File: config.mk
export PLATFORM = sky130hd
export DESIGN_NAME = escape_hex_codec_core_flat
export DESIGN_NICKNAME = d
export VERILOG_FILES = /design/src/sv/ehc_pkg.sv /design/src/sv/ehc_if.sv /design/src/sv/escape_hex_codec_core.sv /design/src/flat_wrapper.sv
export SDC_FILE = /design/constraint.sdc
export NUM_CORES = 1
export LEC_CHECK = 0
export ABC_AREA = 1
export CORE_ASPECT_RATIO = 1.75
export CORE_MARGIN = 8
export CORE_UTILIZATION = 60
export DETAILED_ROUTE_END_ITERATION = 10
export DONT_BUFFER_PORTS = 1
export GPL_TIMING_DRIVEN = 0
export PLACE_DENSITY = 0.76
export SLEW_MARGIN = 5
export SYNTH_ARGS = -nofsm -noshare
export SYNTH_HDL_FRONTEND = slang
export SYNTH_SLANG_ARGS = --single-unit
File: constraint.sdc
create_clock -name clock -period 5.8 [get_ports clock]
set_clock_uncertainty 0.05 [all_clocks]
set_input_delay 0.58 -clock clock [delete_from_list [all_inputs] [get_ports clock]]
set_output_delay 0.58 -clock clock [all_outputs]
set_load 0.1 [all_outputs]
File: src/sv/ehc_pkg.sv
// shared types, codes and helper functions of the escape hex codec
package ehc_pkg;

   localparam int CSR_INDEX_W = 2;
   localparam int CSR_DATA_W  = 16;
   localparam int MAX_RESULTS = 4;

   // register indexes
   localparam logic [CSR_INDEX_W-1:0] CSR_DIRECTION       = 2'd0;
   localparam logic [CSR_INDEX_W-1:0] CSR_ESCAPE_CHAR     = 2'd1;
   localparam logic [CSR_INDEX_W-1:0] CSR_OUTPUT_CAPACITY = 2'd2;

   // result status codes
   localparam logic [1:0] ST_OK        = 2'd0;
   localparam logic [1:0] ST_OVERFLOW  = 2'd1;
   localparam logic [1:0] ST_BAD_HEX   = 2'd2;
   localparam logic [1:0] ST_TRUNCATED = 2'd3;

   localparam logic [7:0] ESCAPE_RESET   = 8'h25;
   localparam logic [15:0] CAPACITY_RESET = 16'hFFFF;
   localparam logic [7:0] PRINT_LOW      = 8'h20;
   localparam logic [7:0] PRINT_HIGH     = 8'h7E;

   typedef enum logic [1:0] {
      PH_NORMAL,
      PH_ESCAPE,
      PH_LOW_DIGIT
   } phase_type;

   typedef struct packed {
      logic [7:0] data;
      logic       last;
      logic [1:0] status;
   } result_type;

   typedef struct packed {
      logic       ok;
      logic [3:0] value;
   } digit_type;

   // upper-case hex digit for a nibble
   function automatic logic [7:0] hex_char(input logic [3:0] v);
      logic [7:0] c;
      if (v < 4'd10) begin
         c = 8'h30 + {4'd0, v};
      end else begin
         c = 8'h37 + {4'd0, v};
      end
      return c;
   endfunction

   // value of a hex digit in either case
   function automatic digit_type digit_value(input logic [7:0] c);
      digit_type d;
      d = '0;
      if (c >= 8'h30 && c <= 8'h39) begin
         d.ok    = 1'b1;
         d.value = c[3:0];
      end else if ((c >= 8'h61 && c <= 8'h66) || (c >= 8'h41 && c <= 8'h46)) begin
         d.ok    = 1'b1;
         d.value = c[3:0] + 4'd9;
      end
      return d;
   endfunction

endpackage

File: src/sv/ehc_if.sv
// channel interfaces of the escape hex codec: request, response and register write
interface ehc_req_if;
   logic       valid;
   logic       ready;
   logic [7:0] in_byte;
   logic       in_last;

   modport source (output valid, output in_byte, output in_last, input ready);
   modport sink   (input valid, input in_byte, input in_last, output ready);
endinterface

interface ehc_rsp_if;
   logic       valid;
   logic       ready;
   logic [7:0] out_byte;
   logic       out_last;
   logic [1:0] status;

   modport source (output valid, output out_byte, output out_last, output status,
                   input ready);
   modport sink   (input valid, input out_byte, input out_last, input status,
                   output ready);
endinterface

interface ehc_csr_if;
   logic        valid;
   logic        ready;
   logic [1:0]  index;
   logic [15:0] data;

   modport source (output valid, output index, output data, input ready);
   modport sink   (input valid, input index, input data, output ready);
endinterface

File: src/sv/escape_hex_codec_core.sv
// top level of the escape hex codec
// Encodes a byte stream into percent-style hex escaped text or decodes such text back
// to bytes, as set by the direction register, with a programmable escape byte and a
// per-stream output byte limit. Each accepted byte is registered, all its results
// (up to four: three encoded bytes and a terminator) are formed together into a
// result buffer, and the buffer drains one result per cycle while the response
// channel is ready. When encoding, a plain byte gives one result, the escape byte
// two, a byte encoded as hex three, and such a byte at the end of a stream four. A
// request byte passes through the input register and then the result buffer before
// its first response. Registers may be written only while no stream data is in
// flight; a register write is always taken.
module escape_hex_codec_core #(
   parameter int COUNT_WIDTH = 16
) (
   input logic      clock,
   input logic      reset,
   ehc_req_if.sink  req_bus,
   ehc_rsp_if.source rsp_bus,
   ehc_csr_if.sink  csr_bus
);
   import ehc_pkg::*;

   localparam int CMP_W = (COUNT_WIDTH > 16) ? COUNT_WIDTH : 16;
   localparam int SUM_W = CMP_W + 1;

   logic                   direction_ff;
   logic [7:0]             escape_ff;
   logic [15:0]            capacity_ff;

   phase_type              phase_ff, phase_in;
   logic [3:0]             nibble_ff, nibble_in;
   logic [COUNT_WIDTH-1:0] count_ff, count_in;
   logic                   halted_ff, halted_in;

   logic                   in_valid_ff;
   logic [7:0]             in_byte_ff;
   logic                   in_last_ff;

   result_type             res_ff [MAX_RESULTS];
   result_type             res_in [MAX_RESULTS];
   logic [2:0]             res_cnt_ff, res_cnt_in;
   logic [2:0]             res_idx_ff;

   logic [CMP_W-1:0]       limit;
   logic [3:0]             room;
   logic                   busy, take, free, process;

   logic [7:0]             seq [3];
   logic [1:0]             seq_len;
   logic [1:0]             n_data;
   logic                   stop;
   digit_type              digit;

   // effective byte limit: smaller of the capacity and the counter maximum
   always_comb begin
      logic [CMP_W-1:0] cnt_max, cap_ext;
      cnt_max = CMP_W'({COUNT_WIDTH{1'b1}});
      cap_ext = CMP_W'(capacity_ff);
      limit   = (cap_ext < cnt_max) ? cap_ext : cnt_max;
      for (int k = 0; k < 4; k++) begin
         room[k] = (SUM_W'(count_ff) + SUM_W'(k)) < SUM_W'(limit);
      end
   end

   assign digit = digit_value(in_byte_ff);

   // encode sequence for the registered byte
   always_comb begin
      seq[0]  = in_byte_ff;
      seq[1]  = escape_ff;
      seq[2]  = escape_ff;
      seq_len = 2'd1;
      if (in_byte_ff >= PRINT_LOW && in_byte_ff <= PRINT_HIGH) begin
         if (in_byte_ff == escape_ff) begin
            seq[0]  = escape_ff;
            seq_len = 2'd2;
         end
      end else begin
         seq[0]  = escape_ff;
         seq[1]  = hex_char(in_byte_ff[7:4]);
         seq[2]  = hex_char(in_byte_ff[3:0]);
         seq_len = 2'd3;
      end
   end

   // results and next stream state for the registered byte
   always_comb begin
      for (int k = 0; k < MAX_RESULTS; k++) begin
         res_in[k] = '0;
      end
      res_cnt_in = 3'd0;
      phase_in   = phase_ff;
      nibble_in  = nibble_ff;
      halted_in  = halted_ff;
      n_data     = 2'd0;
      stop       = 1'b0;

      if (halted_ff) begin
         // drop until end of stream
      end else if (!direction_ff) begin
         for (int k = 0; k < 3; k++) begin
            if (k < int'(seq_len) && !stop) begin
               if (!room[k]) begin
                  res_in[res_cnt_in[1:0]] = '{data: 8'd0, last: 1'b1, status: ST_OVERFLOW};
                  stop = 1'b1;
               end else begin
                  res_in[res_cnt_in[1:0]] = '{data: seq[k], last: 1'b0, status: ST_OK};
                  n_data = n_data + 2'd1;
               end
               res_cnt_in = res_cnt_in + 3'd1;
            end
         end
         if (stop) begin
            halted_in = 1'b1;
         end else if (in_last_ff) begin
            if (room[seq_len]) begin
               res_in[res_cnt_in[1:0]] = '{data: 8'd0, last: 1'b1, status: ST_OK};
               res_cnt_in = res_cnt_in + 3'd1;
            end else begin
               res_in[res_cnt_in[1:0] - 2'd1].last = 1'b1;
            end
         end
      end else begin
         unique case (phase_ff)
            PH_NORMAL: begin
               if (in_byte_ff == 8'd0) begin
                  res_in[0]  = '{data: 8'd0, last: 1'b1, status: ST_OK};
                  res_cnt_in = 3'd1;
                  halted_in  = 1'b1;
               end else if (!room[0]) begin
                  res_in[0]  = '{data: 8'd0, last: 1'b1, status: ST_OVERFLOW};
                  res_cnt_in = 3'd1;
                  halted_in  = 1'b1;
               end else if (in_byte_ff == escape_ff) begin
                  if (in_last_ff) begin
                     res_in[0]  = '{data: 8'd0, last: 1'b1, status: ST_TRUNCATED};
                     res_cnt_in = 3'd1;
                  end else begin
                     phase_in = PH_ESCAPE;
                  end
               end else begin
                  res_in[0]  = '{data: in_byte_ff, last: in_last_ff, status: ST_OK};
                  res_cnt_in = 3'd1;
                  n_data     = 2'd1;
               end
            end
            PH_ESCAPE: begin
               if (in_byte_ff == escape_ff) begin
                  res_in[0]  = '{data: escape_ff, last: in_last_ff, status: ST_OK};
                  res_cnt_in = 3'd1;
                  n_data     = 2'd1;
                  phase_in   = PH_NORMAL;
               end else if (!digit.ok) begin
                  res_in[0]  = '{data: 8'd0, last: 1'b1, status: ST_BAD_HEX};
                  res_cnt_in = 3'd1;
                  halted_in  = 1'b1;
               end else if (in_last_ff) begin
                  res_in[0]  = '{data: 8'd0, last: 1'b1, status: ST_TRUNCATED};
                  res_cnt_in = 3'd1;
               end else begin
                  nibble_in = digit.value;
                  phase_in  = PH_LOW_DIGIT;
               end
            end
            PH_LOW_DIGIT: begin
               if (!digit.ok) begin
                  res_in[0]  = '{data: 8'd0, last: 1'b1, status: ST_BAD_HEX};
                  res_cnt_in = 3'd1;
                  halted_in  = 1'b1;
               end else begin
                  res_in[0]  = '{data: {nibble_ff, digit.value}, last: in_last_ff,
                                 status: ST_OK};
                  res_cnt_in = 3'd1;
                  n_data     = 2'd1;
                  phase_in   = PH_NORMAL;
               end
            end
            default: begin
               phase_in = PH_NORMAL;
            end
         endcase
      end

      count_in = count_ff + COUNT_WIDTH'(n_data);

      // end of stream clears all stream state
      if (in_last_ff) begin
         phase_in  = PH_NORMAL;
         nibble_in = 4'd0;
         count_in  = '0;
         halted_in = 1'b0;
      end
   end

   // handshake control
   assign busy    = res_idx_ff < res_cnt_ff;
   assign take    = rsp_bus.valid && rsp_bus.ready;
   assign free    = !busy || (take && (res_idx_ff + 3'd1 == res_cnt_ff));
   assign process = in_valid_ff && free;

   assign req_bus.ready    = !in_valid_ff || process;
   assign csr_bus.ready    = 1'b1;
   assign rsp_bus.valid    = busy;
   assign rsp_bus.out_byte = res_ff[res_idx_ff[1:0]].data;
   assign rsp_bus.out_last = res_ff[res_idx_ff[1:0]].last;
   assign rsp_bus.status   = res_ff[res_idx_ff[1:0]].status;

   // configuration registers
   always_ff @(posedge clock) begin
      if (reset) begin
         direction_ff <= 1'b0;
         escape_ff    <= ESCAPE_RESET;
         capacity_ff  <= CAPACITY_RESET;
      end else if (csr_bus.valid) begin
         unique case (csr_bus.index)
            CSR_DIRECTION:       direction_ff <= csr_bus.data[0];
            CSR_ESCAPE_CHAR:     escape_ff    <= csr_bus.data[7:0];
            CSR_OUTPUT_CAPACITY: capacity_ff  <= csr_bus.data;
            default: begin
            end
         endcase
      end
   end

   // stream state, input register and result buffer control
   always_ff @(posedge clock) begin
      if (reset) begin
         phase_ff    <= PH_NORMAL;
         nibble_ff   <= 4'd0;
         count_ff    <= '0;
         halted_ff   <= 1'b0;
         in_valid_ff <= 1'b0;
         res_cnt_ff  <= 3'd0;
         res_idx_ff  <= 3'd0;
      end else begin
         if (req_bus.ready) begin
            in_valid_ff <= req_bus.valid;
         end
         if (process) begin
            phase_ff   <= phase_in;
            nibble_ff  <= nibble_in;
            count_ff   <= count_in;
            halted_ff  <= halted_in;
            res_cnt_ff <= res_cnt_in;
            res_idx_ff <= 3'd0;
         end else if (take) begin
            res_idx_ff <= res_idx_ff + 3'd1;
         end
      end
   end

   // payload registers
   always_ff @(posedge clock) begin
      if (req_bus.valid && req_bus.ready) begin
         in_byte_ff <= req_bus.in_byte;
         in_last_ff <= req_bus.in_last;
      end
      if (process) begin
         for (int k = 0; k < MAX_RESULTS; k++) begin
            res_ff[k] <= res_in[k];
         end
      end
   end

endmodule

File: src/flat_wrapper.sv
// flat-port wrapper written by rule: the top's interface ports become plain ports
module escape_hex_codec_core_flat import ehc_pkg::*;
#(
   parameter int COUNT_WIDTH = 16
)
  (clock, reset, req_bus_valid, req_bus_in_byte, req_bus_in_last, req_bus_ready, rsp_bus_valid, rsp_bus_out_byte, rsp_bus_out_last, rsp_bus_status, rsp_bus_ready, csr_bus_valid, csr_bus_index, csr_bus_data, csr_bus_ready);
  ehc_req_if req_bus_i ();
  ehc_rsp_if rsp_bus_i ();
  ehc_csr_if csr_bus_i ();
  input logic clock;
  input logic reset;
  input wire logic [$bits(req_bus_i.valid)-1:0] req_bus_valid;
  input wire logic [$bits(req_bus_i.in_byte)-1:0] req_bus_in_byte;
  input wire logic [$bits(req_bus_i.in_last)-1:0] req_bus_in_last;
  output wire logic [$bits(req_bus_i.ready)-1:0] req_bus_ready;
  output wire logic [$bits(rsp_bus_i.valid)-1:0] rsp_bus_valid;
  output wire logic [$bits(rsp_bus_i.out_byte)-1:0] rsp_bus_out_byte;
  output wire logic [$bits(rsp_bus_i.out_last)-1:0] rsp_bus_out_last;
  output wire logic [$bits(rsp_bus_i.status)-1:0] rsp_bus_status;
  input wire logic [$bits(rsp_bus_i.ready)-1:0] rsp_bus_ready;
  input wire logic [$bits(csr_bus_i.valid)-1:0] csr_bus_valid;
  input wire logic [$bits(csr_bus_i.index)-1:0] csr_bus_index;
  input wire logic [$bits(csr_bus_i.data)-1:0] csr_bus_data;
  output wire logic [$bits(csr_bus_i.ready)-1:0] csr_bus_ready;
  assign req_bus_i.valid = req_bus_valid;
  assign req_bus_i.in_byte = req_bus_in_byte;
  assign req_bus_i.in_last = req_bus_in_last;
  assign req_bus_ready = req_bus_i.ready;
  assign rsp_bus_valid = rsp_bus_i.valid;
  assign rsp_bus_out_byte = rsp_bus_i.out_byte;
  assign rsp_bus_out_last = rsp_bus_i.out_last;
  assign rsp_bus_status = rsp_bus_i.status;
  assign rsp_bus_i.ready = rsp_bus_ready;
  assign csr_bus_i.valid = csr_bus_valid;
  assign csr_bus_i.index = csr_bus_index;
  assign csr_bus_i.data = csr_bus_data;
  assign csr_bus_ready = csr_bus_i.ready;
  escape_hex_codec_core #(.COUNT_WIDTH(COUNT_WIDTH)) u_core (.clock(clock), .reset(reset), .req_bus(req_bus_i), .rsp_bus(rsp_bus_i), .csr_bus(csr_bus_i));
endmodule
; After elaboration in Yosys (flattened, before gate mapping)
; Memory sizes are Yosys's and may differ from the RTL's. A register that Yosys moved wholly into a read port is not among the register bits.
; Cells that the tools add are included.
[word_totals]
input_bits = 32
register_bits = 64
out_inout_bits = 14
ram_bits = 44
wordCells = 245
memories = 1
[op_classes]
n_mux = 129
magnitude_cmp = 28
n_reduce_logical = 33
addsub = 16
n_bitwise = 13
n_eq_ne = 13
[memory_table]
columns = name, depth, width, read_ports, rd_ports_with_merged_regs, wr, line_no
row1 = u_core.res_ff, 4, 11, 1, 1, 4, escape_hex_codec_core.sv:39  ; result_type res_ff [MAX_RESULTS];
[ops]
columns = op, count
row1 = 44-bit 2-to-1 mux, 12
row2 = 11-bit 2-to-1 mux, 13
row3 = 44-bit bitwise mux, 3
row4 = 11-bit demux with 2-bit select, 4
row5 = 36-bit bitwise AND, 2
row6 = 36-bit inverter, 2
row7 = 3-bit 2-to-1 mux, 19
row8 = 2-bit 2-to-1 mux, 26
row9 = 17-bit by 16-bit < comparator with 1-bit output, 3
row10 = 16-bit 2-to-1 mux, 3
row11 = 40-bit bitwise AND, 1
row12 = 40-bit inverter, 1
row13 = 16-bit by 2-bit adder with 17-bit output (second input constant), 2
row14 = 33-bit 2-to-1 mux, 1
row15 = 11-bit case mux with 3 select lines, 1
row16 = 8-bit 2-to-1 mux, 4
row17 = 1-bit 2-to-1 mux, 30
row18 = 6-bit by 4-bit adder with 7-bit output (first input constant), 4
row19 = 8-bit by 7-bit less-or-equal comparator with 1-bit output (second input constant), 3
row20 = 4-bit 2-to-1 mux, 6
row21 = 16-bit by 1-bit adder with 17-bit output (second input constant), 1
row22 = 16-bit by 2-bit adder with 16-bit output, 1
row23 = 8-bit by 6-bit greater-or-equal comparator with 1-bit output (second input constant), 2
row24 = 8-bit by 7-bit greater-or-equal comparator with 1-bit output (second input constant), 2
row25 = 41 further kinds, 86

; Logic depth before layout (Yosys ltp)
[depth]
ltp_word = 29
depth_mapped = 31
depth_no_buf = 30

; Least setup slack after synthesis
; OpenSTA, ideal clock, no wires.
[synth_path]
path_type = register to register
from = reg u_core.res_cnt_ff[2]
to = reg u_core.in_byte_ff[0], enable pin
period_less_slack_ns = 5.559
setup_slack_ns = 0.241
required_ns = 5.465
path_stages_with_launch = 9
path_buffers = 0
arrival_time_ns = 5.224
setup_ns = 0.285
path_cell_list = dfxtp_1 -> inv_1 -> ha_1 -> nand2_1 -> nor2_1 -> a211oi_1 -> nand3_1 -> nand2_1 -> inv_1
[synth_between]
elab_chain_cells = 7
word_cells_on_any_way = 9
cone_classes = order compare (1) / eq/ne (1) / reduce/logical (7)
[synth_lines]
columns = item, line_no
row1 = "start, declared", escape_hex_codec_core.sv:41  ; logic [2:0] res_cnt_ff, res_cnt_in;
row2 = "start signal, assigned", escape_hex_codec_core.sv:244  ; res_cnt_ff <= res_cnt_in;
row3 = 3-bit < comparator (*), escape_hex_codec_core.sv:196  ; assign busy = res_idx_ff < res_cnt_ff;
row4 = named net rsp_bus_valid, flat_wrapper.sv:16  ; output wire logic [$bits(rsp_bus_i.valid)-1:0] rsp_bus_valid;
row5 = 1-bit logical AND, escape_hex_codec_core.sv:197  ; assign take = rsp_bus.valid && rsp_bus.ready;
row6 = 1-bit logical AND, escape_hex_codec_core.sv:198  ; assign free = !busy || (take && (res_idx_ff + 3'd1 == res_cnt_ff));
row7 = 1-bit logical OR (*), escape_hex_codec_core.sv:198
row8 = 1-bit logical AND (*), escape_hex_codec_core.sv:199  ; assign process = in_valid_ff && free;
row9 = 1-bit logical OR (*), escape_hex_codec_core.sv:201  ; assign req_bus.ready = !in_valid_ff || process;
row10 = named net req_bus_ready, flat_wrapper.sv:15  ; output wire logic [$bits(req_bus_i.ready)-1:0] req_bus_ready;
row11 = 1-bit logical AND (*), escape_hex_codec_core.sv:254  ; if (req_bus.valid && req_bus.ready) begin
row12 = "end signal, assigned", escape_hex_codec_core.sv:255  ; in_byte_ff <= req_bus.in_byte;
row13 = "end, declared", escape_hex_codec_core.sv:36  ; logic [7:0] in_byte_ff;
; Mark *: on every way through the listed nets, which the timed path passes. The rest lies on a longest branch.
; A chain may end at the register's enable or synchronous reset.

; Worst setup path after layout
[layout_path]
from = reg u_core.count_ff[1]
to = reg u_core.count_ff[15]
[layout_between]
elab_chain_cells = 17
word_cells_on_any_way = 36
cone_classes = add/sub (5) / order compare (3) / mux (24) / reduce/logical (4)
[layout_lines]
columns = item, line_no
row1 = "start, declared", escape_hex_codec_core.sv:32  ; logic [COUNT_WIDTH-1:0] count_ff, count_in;
row2 = "start signal, assigned", escape_hex_codec_core.sv:242  ; count_ff <= count_in;
row3 = "parallel branches: the longest is 15 deep, another holds 16-bit by 1-bit adder with 17-bit output", --
row4 = 16-bit by 2-bit adder with 16-bit output (*), escape_hex_codec_core.sv:184  ; count_in = count_ff + COUNT_WIDTH'(n_data);
row5 = 16-bit 2-to-1 mux (*), escape_hex_codec_core.sv:187  ; if (in_last_ff) begin
; Every way passes the cells marked *. The select of a mux whose other input is x is not followed.

==> impl_metrics.tcl <==
set metrics [dict create \
    yosysTopAreaCell "edfxtp_1" \
    coreArea_um2 13400 \
    gp_routability_congestion 0.960 \
    clock-sinks 107 \
    min_path_cells 0 \
    drive_above_1_share_pct 6.86 \
    rsz0062_at_grt "false" \
    async_reset_ff_share_pct 0 \
    maxClockFrequency_mhz 189 \
    diodes 0 \
    initialDrtViolationCount 426 \
    critPathCaptureType "flip-flop" \
    clock_path_buffers 2 \
    p_int_mw 1.33 \
    final_cell_area_um2 8930 \
    max_cap_violations 0 \
    finalCritPeriodShare_pct 91.1 \
    syn-mean-instance-area_um2 7.21 \
    grt-ovfl-total 0 \
    crit_cells 28 \
    drt-total-wl_mm 24.7 \
    synth_ff_type "dfxtp_1" \
    dieHeight_um 171 \
    synthCells 1142 \
    numCtsBuffers 9 \
    status "completed" \
    viasPerCell 5.74 \
    synth_seq_area_share_pct 32.1 \
    crit_path_top_delay_cell "dfxtp_1" \
    drv_slew 0 \
    synth_warnings 0 \
    grt_use_total_pct 27.5 \
    grt_max_degree 51 \
    synth_most_common_cell "nand2_1" \
    layout_min_cycle_time_ps 5280 \
    die_area_um2 17900 \
    final_util_pct 66.7 \
    cts_max_level 3 \
    ys_top_cells_by_count "nand2_1, inv_1, nor2_1" \
    path_clk_slew_ps 80 \
    hold_viol 0 \
    wl_per_cell_um 18.4 \
    setup_viol 0 \
    cp_max_fo 8 \
    tritoncts "built" \
    antenna_found_initial 0 \
    tightestPinTransition_ps 1130 \
    slew_headroom_pct 25.1 \
    die_w_um 105 \
    final_antenna_net_count 0 \
    yosysUniqueCellTypes 46 \
    first_global_vias 7571 \
    syn2layout_area_growth_pct 8.44 \
    post-dp-hpwl_mm 20.0 \
    cpPeakStageDelay_ps 510 \
    arrival_ps 5480 \
    clock_power_share_pct 31.6 \
    power_leakage_nw 4.14 \
    cpLargestDelayFamily "simple AND/OR/NAND/NOR gates" \
    start_util_pct 61.5 \
    num-nets-final 1273 \
    hp-class "in2reg" \
    clk_latency_ps 350 \
    path_buf_inv 3 \
    switchingPower_uw 734 \
    ff2ff_path_depth 28 \
    syn_area_um2 8230 \
    root_buffer "clkbuf_16" \
    io_pins 46 \
    sequentialPowerShare_pct 42.8 \
    dr.pass1.iters 5 \
    total_power_mw 2.06 \
    synth-seq-cells 107 \
    place_area_um2 8570 \
    synth-edff-count 50 \
    yosysTopAreaCellShare_pct 18.2 \
    peakVddDrop_uv 138 \
    core.rowCount 56 \
    crit_required_ps 5990 \
    switching_share_pct 35.6 \
    setup.worst_path.class "reg2reg" \
    num_vias 7689 \
    drc 0 \
    portBuffers 0 \
    yosys-top-cells-area "edfxtp_1, dfxtp_1, ha_1, nand2_1, inv_1" \
    powerDensity_nw_per_um2 231 \
    grt_pass1_wl_mm 38.4 \
    hold_buffers 0 \
    start_kind "flip-flop" \
    p_comb_share_pct 25.6 \
]
-- layout by cell type (no fill, tap or decap), drive strengths merged, types with 6 or more instances in the layout --
cell    instances
nand3          57
edfxtp         50
inv           147
nor3           34
ha             79
nand2         254
o22ai          15
o211ai         26
nand4          22
a21oi          54
a211oi          6
xor2           46
clkinv          8
nor2          137
clkbuf         27
o21ai          93
dfxtp          57
conb            6
buf            15
-- layout make-up --
cell class              count  area, um2
multi-input cells         861       5010
fillers                  1262       4460
flip-flops and latches    107       2640
inverters                 149        559
clock buffers               9        225
well taps                 174        218
plain buffers              29        124
clock inverters             7       95.1
repair buffers              4       46.3
-- final timing paths --
check,from,slack (ps),to
worst max-delay path,u_core.count_ff[1],520,u_core.count_ff[15]
worst min-delay path,req_bus_in_byte[7],260,u_core.in_byte_ff[7]
worst max register to register,u_core.count_ff[1],520,u_core.count_ff[15]
worst min register to register,u_core.nibble_ff[2],420,u_core.nibble_ff[2]
-- power by group through the flow --
stage | Combinational [mW] | Clock, mW | Sequential, mW
after floorplan | 0.395 | 0 | 0.889
after global placement | 0.488 | 0 | 0.897
after detailed placement | 0.519 | 0 | 0.899
after CTS | 0.521 | 0.659 | 0.881
after global routing | 0.571 | 0.685 | 0.886
final | 0.528 | 0.651 | 0.882
-- worst register-to-register path: cells and delay by family, from the launching register on --
family	cells	cell delay [ps]
buffers and inverters	3	220
adder cells (fa/ha/maj)	4	1100
AO/OA/AOI/OAI	6	870
XOR/XNOR	2	320
AND/OR/NAND/NOR	13	2130
flip-flops	1	510
-- registers in the layout (all words and copies together), names as in the netlist, named ones only --
name / count
u_core.in_last_ff: 1
u_core.res_cnt_ff: 3
u_core.escape_ff: 8
u_core.in_valid_ff: 1
u_core.nibble_ff: 4
u_core.direction_ff: 1
u_core.count_ff: 16
u_core.res_idx_ff: 3
u_core.capacity_ff: 16
u_core.phase_ff: 2
u_core.halted_ff: 1
u_core.res_ff: 41
u_core.in_byte_ff: 8
-- cell families (layout without fill, tap and decap cells) --
kind of cell             count (synthesis)  count (layout)  synth area share (%)
other                                    2               6                0.0912
AO/OA/AOI/OAI                          213             213                  14.7
adder cells (fa/ha/maj)                 80              80                  12.3
flip-flops                             107             107                  32.1
XOR/XNOR                                47              47                  5.00
buffers and inverters                  178             198                  8.30
AND/OR/NAND/NOR                        515             515                  27.5
-- timing repair --
action	in CTS	in global routing
endpoints found under the setup margin	3	13
gates resized for setup	1	3
setup buffers	0	2
hold endpoints to repair	0	0
pin swaps	0	2
-- through the flow --
stage / instances / setup slack, ps / TNS, ps / hold WS, ps
final: 1340 / 516 / 0 / 264
after global routing: 1340 / 6.25 / 0 / 254
after CTS: 1338 / 202 / 0 / 255
after detailed placement: 1322 / -116 / -134 / 408
after global placement: 1320 / -543 / -5200 / 401
after floorplan: 1146 / 241 / 0 / 380
-- metal layers --
layer	global-route usage, %	vias to the layer above	routed length (um)
met3	3.35	99	920
li1	-	3852	-
met2	53.4	218	13300
met4	23.3	0	1990
met5	0	-	0
met1	24.5	3520	8420
Power figures use the tool's default switching activity.
